<file path="src/hdl/detection_row_topk_decode_assert.svh">
// ----------------------------------------------------------------------------
// detection_row_topk_decode assertion macros
// Shorthand for the concurrent checks at the end of the top level.
// ----------------------------------------------------------------------------
`ifndef DETECTION_ROW_TOPK_DECODE_ASSERT_SVH
`define DETECTION_ROW_TOPK_DECODE_ASSERT_SVH

// Same-cycle implication, sampled on clock, off while reset is high
`define DTK_ASSERT_IMPLY(lbl, cond, prop, msg) \
   lbl: assert property (@(posedge clock) disable iff (reset) (cond) |-> (prop)) \
      else $error(msg);

// Next-cycle implication, sampled on clock, off while reset is high
`define DTK_ASSERT_NEXT(lbl, cond, prop, msg) \
   lbl: assert property (@(posedge clock) disable iff (reset) (cond) |=> (prop)) \
      else $error(msg);

`endif

</file>
<file path="src/hdl/dtk_pkg.sv">
// ----------------------------------------------------------------------------
// dtk_pkg
// Shared types and constants of the detection row top-k decoder.
// ----------------------------------------------------------------------------
package dtk_pkg;

   // Row layout: four box values, then objectness, then class columns
   localparam int NUM_BOX = 4;

   // Register indexes of the configuration port, byte address over four
   localparam logic [2:0] REG_CONF_THRESHOLD = 3'd0;
   localparam logic [2:0] REG_X_SCALE        = 3'd1;
   localparam logic [2:0] REG_Y_SCALE        = 3'd2;
   localparam logic [2:0] REG_FRAME_WIDTH    = 3'd3;
   localparam logic [2:0] REG_FRAME_HEIGHT   = 3'd4;

   // One ranked entry as held in a cell of the ranking chain
   typedef struct packed {
      logic               valid;
      logic [6:0]         class_id;
      logic signed [31:0] score;
   } entry_type;

   // What a cell hands to its right neighbor
   typedef struct packed {
      entry_type entry;
      logic      beats;   // held entry ranks at or above the incoming one
   } cell_link_type;

   // One result beat, last field in the lowest bits
   typedef struct packed {
      logic signed [15:0] box_height;
      logic signed [15:0] box_width;
      logic signed [15:0] box_top;
      logic signed [15:0] box_left;
      logic signed [31:0] class_score;
      logic [6:0]         class_id;
      logic [2:0]         rank;
   } result_type;

endpackage

</file>
<file path="src/hdl/dtk_cell.sv">
// ----------------------------------------------------------------------------
// dtk_cell
// One slot of the ranking chain: holds, takes the new entry, or takes its
// left neighbor's entry when the new one lands further left.
// ----------------------------------------------------------------------------
module dtk_cell (
   input  logic                   clock,
   input  logic                   reset,
   input  logic                   ins,        // new entry offered this cycle
   input  logic                   clr,        // end of row: empty the slot
   input  dtk_pkg::entry_type     new_entry,
   input  dtk_pkg::cell_link_type prev_link,
   output dtk_pkg::cell_link_type link_out,
   output dtk_pkg::entry_type     next_entry  // content after this insert
);
   import dtk_pkg::*;

   entry_type entry_ff;
   entry_type entry_in;
   logic      beats;

   // Ties keep the earlier class ahead
   assign beats = entry_ff.valid &&
                  ($signed(entry_ff.score) >= $signed(new_entry.score));

   // Hold, take the new entry, or shift in the neighbor's entry
   always_comb begin
      entry_in = entry_ff;
      if (ins && !beats) begin
         if (prev_link.beats) begin
            entry_in = new_entry;
         end else begin
            entry_in = prev_link.entry;
         end
      end
   end

   // Empty the slot at row end, else advance
   always_ff @(posedge clock) begin
      if (reset) begin
         entry_ff <= '0;
      end else if (clr) begin
         entry_ff <= '0;
      end else begin
         entry_ff <= entry_in;
      end
   end

   assign link_out.entry = entry_ff;
   assign link_out.beats = beats;
   assign next_entry     = entry_in;

endmodule

</file>
<file path="config.mk">
export PLATFORM = sky130hd
export DESIGN_NAME = dtk_cell
export DESIGN_NICKNAME = d
export VERILOG_FILES = /design/src/hdl/detection_row_topk_decode_assert.svh /design/src/hdl/dtk_pkg.sv /design/src/hdl/dtk_cell.sv
export SDC_FILE = /design/constraint.sdc
export NUM_CORES = 1
export LEC_CHECK = 0
export BUFFER_PORTS_ARGS = -buffer_cell sky130_fd_sc_hd__buf_4
export CORE_ASPECT_RATIO = 0.9
export CORE_MARGIN = 2
export CORE_UTILIZATION = 30
export CTS_BUF_LIST = sky130_fd_sc_hd__clkbuf_8
export DETAILED_ROUTE_END_ITERATION = 10
export GPL_ROUTABILITY_DRIVEN = 0
export SYNTH_ARGS = -nofsm -noshare
export SYNTH_HDL_FRONTEND = slang
export SYNTH_SLANG_ARGS = --single-unit
</file>
<file path="constraint.sdc">
create_clock -name clock -period 3.41 [get_ports clock]
set_clock_uncertainty 0.15 [all_clocks]
set_input_delay 0.5115 -clock clock [delete_from_list [all_inputs] [get_ports clock]]
set_output_delay 0.5115 -clock clock [all_outputs]
set_load 0.02 [all_outputs]
</file>
Word level (Yosys, flattened, before mapping)
Cells that the tools add are included.

word-level totals
  output and inout port bits = 81
  bits in registers = 40

operators by class
  reduce and logical (&&, ||, !) cells = 4
  order comparisons = 1
  mux-type cells = 2

operators with widths
  kind                  number
  40-bit 2-to-1 mux     2
  32-bit >= comparator  1
  1-bit logical AND     2
  2-bit OR reduction    1
  1-bit logical NOT     1

Longest topological paths before layout
Gate-level depths: netlist (run 1).

  depth in word-level cells = 5
  mapped depth = 10
  depth with buffers taken out = 8

Worst setup path after synthesis (run 1)
Ideal clock, no wire load.

  kind = input to output
  start point = in new_entry[31] in the netlist's numbering
  end point = out next_entry[10] in the netlist's numbering
  cell stages on the path = 9
  data arrival time = 2.685 ns
  slack = 0.063 ns
  required time = 2.748 ns
  buffers on the path = 1
  path through = inv_1 -> ha_1 -> nand4_1 -> nor4_1 -> a22oi_1 -> and4_1 -> nor4b_4 -> buf_2 -> mux2_1

RTL lines
  element             RTL line        RTL
  start: declaration  dtk_cell.sv:11  input dtk_pkg::entry_type new_entry,
  end: declaration    dtk_cell.sv:14  output dtk_pkg::entry_type next_entry

==> impl_metrics.toml, run 1 <==
[worst_setup_path]
rrSetupSlack_ns = 0.43
cp_max_fo = 8
critPathKind = "reg -> out"
max_stage_delay_ns = 0.45
critPathMostFrequentCell = "buf_6"
r2r_cells = 13
start_kind = "flip-flop"
critical_path.cell_chain = "inv_2 > ha_4 > nand2b_4 > a2111o_1 > a32oi_2 > a31oi_2 > nor4b_4 > buf_6 > clkbuf_16 > mux2_4 > buf_6"
endpoint_kind = "output port"
cp.arrival_ns = 2.99
critPathLaunch = "link_out[1]$_SDFF_PP0_"
reg2reg_to = "link_out[36]$_SDFF_PP0_"
worstReg2RegStart = "link_out[1]$_SDFF_PP0_"
slowest_stage = "a2111o_1"
cp.required_ns = 2.75

[finish]
fin_nets = 695
stdcell_count = 712
final_cell_mix = "161 x buf_4, 89 x nand2_1, 43 x mux2_2, 41 x buf_6, 40 x mux2i_1"
num_antenna_cells = 0
drive_above_1_share_pct = 52.8
largest_reg_flops = 40
multi_input_area_um2 = 2500
area_growth_pct = 66.0
design_area_um2 = 5540
n_fill_cell = 1032
final_common_cell = "buf_4"
regArea_um2 = 806

[clocking]
clk_pin_slew_ns = 0.08
ctsHoldBuffers = 0
h-tree-depth = 2
cts_buffers = 5
cts_tree = "done"
cts_sinks = 40
clockBufferDepth = 2
clk_latency_ns = 0.29
clockRootBuffer = "clkbuf_8"

[worst_hold_path]
hp-start = "link_out[37]$_SDFF_PP0_"
worstHoldPathCells = 2
worstHoldPathType = "reg -> reg"
hold_end = "link_out[37]$_SDFF_PP0_"

[place]
dp_hpwl_mm = 7.32
post_dp_cell_area_um2 = 4870
dp_cells = 685
portBuffers = 165

[sta]
timing.final.max_slew_violations = 0
fin_crit_ns = 3.65
finalCritPeriodShare_pct = 107
finalSetupViolCount = 39
rsz0062_at_grt = "true"
relSlewSlack_pct = 49.0
max_freq_ghz = 0.274
worst_pin_slew_ns = 0.765
timing.setup.tns_ns = -8.68
setup_ws_ns = -0.242
hold-worst-slack_ns = 0.332
hold_violations = 0

[detailed_routing]
drc = 0
met1_length_mm = 4.66
top_layer = "met4"
dr_wl_met2_mm = 5.15
wire_per_inst_um = 14.4
firstDrtPassIters = 4
ant_nets = 0
drt-initial-drc-count = 90
dr_wl_met3_um = 410
vias_per_cell = 4.70
num_vias = 3344
drt-total-wl_mm = 10.2

[synthesis]
synthArstFlopShare_pct = 0
synth_fp_nets = 499
yosysUniqueCellTypes = 28
yosysSeqAreaShare_pct = 24.0
syn_area_um2 = 3340
synthCells = 382
ys.flop_type = "dfxtp_1"
synth_warnings = 0
ys_ff_latch = 40
synth_enable_flop_cells = 0
syn_avg_cell_area_um2 = 8.73

[power_and_ir_drop]
p_leak_nw = 2.85
p_int_mw = 1.01
p_sw_uw = 465
seqPwrFrac_pct = 34.1
share_comb_of_total_power_pct = 44.3
ir_drop_uv = 135
pwr-share-clk_pct = 21.6
switching_share_pct = 31.4
powerDensity_nw_per_um2 = 267

[floorplanning]
start_util_pct = 30.9
io_pins = 166
design.core.area_um2 = 10800
dieWidth_um = 115
rows = 36
die_y_um = 104
die_area_um2 = 12000

[global_routing]
grtUsageTotal_pct = 16.8
grt_pass1_wl_mm = 16.5
grt_pass1_vias = 3415
antenna_found_initial = 0
grt_max_degree = 80
grt-ovfl-total = 0

[flow_run]
max_cap_viol_count = 0

[status]
outcome = "finished, violations left"
failed_checks = "setup timing"
==> worst max path at each step <==
stage / depth (start not counted) / slack (ns) / endpoint
after floorplan: 9 / 0.06 / next_entry[10]
after global placement: 12 / -0.36 / next_entry[27]
after detailed placement: 12 / -0.38 / next_entry[17]
after CTS: 11 / -0.19 / next_entry[29]
after global routing: 11 / -0.36 / next_entry[29]
final: 11 / -0.24 / next_entry[32]
==> power by group through the flow <==
stage               clock network [mW]  logic (mW)  registers (mW)
finish                           0.320       0.655           0.505
global route                     0.364       0.703           0.508
CTS                              0.341       0.636           0.504
detailed placement                   0       0.540           0.515
global placement                     0       0.533           0.514
floorplan                            0       0.281           0.534
==> synthesized netlist by cell type, types with 2 or more instances <==
master / n / area share (%)
nand3_1: 4 / 0.60
a21oi_1: 13 / 2.0
ha_1: 32 / 12
mux2_1: 4 / 1.4
nor3_1: 3 / 0.45
buf_1: 4 / 0.45
o21ai_0: 5 / 0.75
nor2_1: 5 / 0.56
nand4_1: 5 / 0.94
clkbuf_1: 8 / 0.90
buf_4: 5 / 1.1
buf_2: 4 / 0.60
inv_1: 33 / 3.7
mux2i_1: 40 / 12
a31oi_1: 2 / 0.38
nand2b_1: 2 / 0.38
nand2_1: 89 / 10
mux2_2: 74 / 25
dfxtp_1: 40 / 24
a21boi_0: 2 / 0.45
==> final cells by class <==
cell class	instances	share of cell area [%]
multi-input cells	288	45.2
clock buffers	6	1.49
well taps	133	3.00
inverters	33	2.24
repair buffers	210	33.4
clock inverters	2	0.136
flip-flops and latches	40	14.6
==> stage by stage <==
stage	setup WS [ns]	total power, mW	util [%]
final	-0.242	1.48	51.2
after global routing	-0.361	1.57	51.2
after CTS	-0.192	1.48	50.1
after detailed placement	-0.376	1.06	45.0
after global placement	-0.364	1.05	45.0
after floorplan	0.0635	0.815	-
==> cell families after synthesis <==
kind of cell	after synthesis	share of synthesized area, %
flops	40	24.0
compound gates	26	4.58
simple gates	112	14.3
mux	118	38.3
fa+ha+maj	32	12.0
buf+inv	54	6.79
==> worst max-delay path, delay by kind of cell (launching register included) <==
family,cells,cell delay [ns]
AOI/OAI and AO/OA,3,0.83
buffers and inverters,4,0.58
and+or+nand+nor,2,0.47
DFF,1,0.34
muxes,1,0.30
adders and majority gates,1,0.20
==> what timing repair did <==
action,CTS,global route
setup buffers,11,5
resized for setup,73,22
endpoints found under the setup margin,39,39
gates cloned,3,2
pin swaps,5,6
==> routing by layer <==
layer | GRT usage, % | up-vias
met5 | 0 | -
met4 | 2.41 | 0
met3 | 2.51 | 2
met2 | 30.3 | 87
met1 | 21.4 | 1555
li1 | - | 1700
No activity file was read; power rests on OpenSTA's default activity.
==> run 2: changes to the inputs <==
--- a/config.mk
+++ b/config.mk
@@ -12,6 +12,7 @@
 export CTS_BUF_LIST = sky130_fd_sc_hd__clkbuf_8
 export DETAILED_ROUTE_END_ITERATION = 10
 export GPL_ROUTABILITY_DRIVEN = 0
+export REMOVE_ABC_BUFFERS = 1
 export SYNTH_ARGS = -nofsm -noshare
 export SYNTH_HDL_FRONTEND = slang
 export SYNTH_SLANG_ARGS = --single-unit
==> constraint.sdc (replaced) <==
create_clock -name clock -period 4.6 [get_ports clock]
set_clock_uncertainty 0.15 [all_clocks]
set_input_delay 0.69 -clock clock [delete_from_list [all_inputs] [get_ports clock]]
set_output_delay 0.69 -clock clock [all_outputs]
set_load 0.02 [all_outputs]
==> impl_metrics.toml, run 2 (same netlist as run 1, synthesis figures left out) <==
[status]
outcome = "finished, final reports clean"

[sta]
hold_violations = 0
max_freq_ghz = 0.237
relSlewSlack_pct = 43.0
timing.final.max_slew_violations = 0
finalSetupViolCount = 0
rsz0062_at_grt = "false"
fin_crit_ns = 4.23
finalCritPeriodShare_pct = 91.8
hold-worst-slack_ns = 0.331
worst_pin_slew_ns = 0.853

[place]
post_dp_cell_area_um2 = 4690
dp_hpwl_mm = 6.81
portBuffers = 165
dp_cells = 662

[finish]
design_area_um2 = 4800
n_fill_cell = 1078
fin_util_pct = 44.4
area_growth_pct = 43.9
fin_nets = 653
drive_above_1_share_pct = 46.7
stdcell_count = 670
final_common_cell = "buf_4"
final_cell_mix = "166 x buf_4, 89 x nand2_1, 74 x mux2_2, 40 x mux2i_1, 40 x dfxtp_1"
multi_input_area_um2 = 2320
regArea_um2 = 801
num_antenna_cells = 0
largest_reg_flops = 40

[detailed_routing]
wire_per_inst_um = 12.9
drt-initial-drc-count = 121
drc = 0
met1_length_mm = 3.95
drt-total-wl_mm = 8.66
top_layer = "met4"
dr_wl_met2_mm = 4.19
ant_nets = 0
firstDrtPassIters = 4
dr_wl_met3_um = 482
vias_per_cell = 4.68
num_vias = 3136

[power_and_ir_drop]
p_sw_uw = 323
powerDensity_nw_per_um2 = 216
p_leak_nw = 2.43
ir_drop_uv = 96.1
p_int_uw = 715
pwr-share-clk_pct = 27.7
share_comb_of_total_power_pct = 36.2
switching_share_pct = 31.1
seqPwrFrac_pct = 36.1

[floorplanning]
rows = 36
die_y_um = 104
io_pins = 166
die_area_um2 = 12000
dieWidth_um = 115
design.core.area_um2 = 10800
start_util_pct = 30.9

[worst_setup_path]
worstReg2RegStart = "link_out[1]$_SDFF_PP0_"
endpoint_kind = "output port"
cp_max_fo = 42
r2r_cells = 9
start_kind = "input port"
cp.arrival_ns = 3.39
reg2reg_to = "link_out[35]$_SDFF_PP0_"
cp.required_ns = 3.76
rrSetupSlack_ns = 1.75
critPathKind = "in -> out"

[clocking]
ctsHoldBuffers = 0
clockBufferDepth = 2
ctsResizeCount = 0
cts_buffers = 5
clk_pin_slew_ns = 0.09
cts_setup_buffers = 0
h-tree-depth = 2
clockRootBuffer = "clkbuf_8"
cts_tree = "done"
cts_sinks = 40
clk_latency_ns = 0.29

[global_routing]
antenna_found_initial = 0
grt_max_degree = 43
grt_pass1_vias = 2957
grtUsageTotal_pct = 14.0
grt-ovfl-total = 0
grt_pass1_wl_mm = 13.9

[worst_hold_path]
worstHoldPathType = "reg -> reg"
hp-start = "link_out[36]$_SDFF_PP0_"
hold_end = "link_out[36]$_SDFF_PP0_"
worstHoldPathCells = 2

[flow_run]
max_cap_viol_count = 0
==> run 2: power by group through the flow <==
stage / Sequential [mW] / Combinational [mW] / Clock [mW]
after floorplan: 0.396 / 0.203 / 0
after global placement: 0.382 / 0.376 / 0
after detailed placement: 0.383 / 0.379 / 0
after CTS: 0.375 / 0.381 / 0.304
after global routing: 0.377 / 0.407 / 0.316
final: 0.374 / 0.376 / 0.288
==> run 2: stage by stage <==
step | setup TNS, ns | power [mW] | setup slack [ns]
finish | 0 | 1.04 | 0.375
global placement | 0 | 0.758 | 0.362
CTS | 0 | 1.06 | 0.330
detailed placement | 0 | 0.762 | 0.332
global route | 0 | 1.10 | 0.114
floorplan | -103.14 | 0.598 | -1.77
==> run 2: worst max path at each step <==
stage                     slack [ns]     startpoint             end
after floorplan                -1.77  new_entry[31]   next_entry[0]
after global placement          0.36  new_entry[31]  next_entry[18]
after detailed placement        0.33  new_entry[31]  next_entry[17]
after CTS                       0.33  new_entry[31]  next_entry[17]
after global routing            0.11  new_entry[31]  next_entry[18]
final                           0.37  new_entry[31]  next_entry[17]
==> run 2: final cells by class <==
type                       count  area share (%)
clock buffer                   5            1.43
clock inverter                 3           0.808
inverter                      33            2.58
multi-input combinational    288            48.2
sequential                    40            16.7
tap                          133            3.47
timing repair buffer         168            26.8
==> run 2: critical path: stages <==
cell and delay [ns]:
buf_4 0.09, inv_1 0.04, ha_1 0.33, nand4_1 0.17, nor4_1 0.38, a22oi_1 0.15
and4_1 0.26, nor4b_4 0.40, buf_12 0.30, mux2_2 0.38, buf_4 0.16
==> run 2: metal layers <==
| metal | global-route usage (%) | up-vias |
|---|---|---|
| met5 | 0 | - |
| met4 | 2.75 | 0 |
| met3 | 2.91 | 5 |
| met2 | 24.2 | 87 |
| met1 | 18.0 | 1422 |
| li1 | - | 1622 |
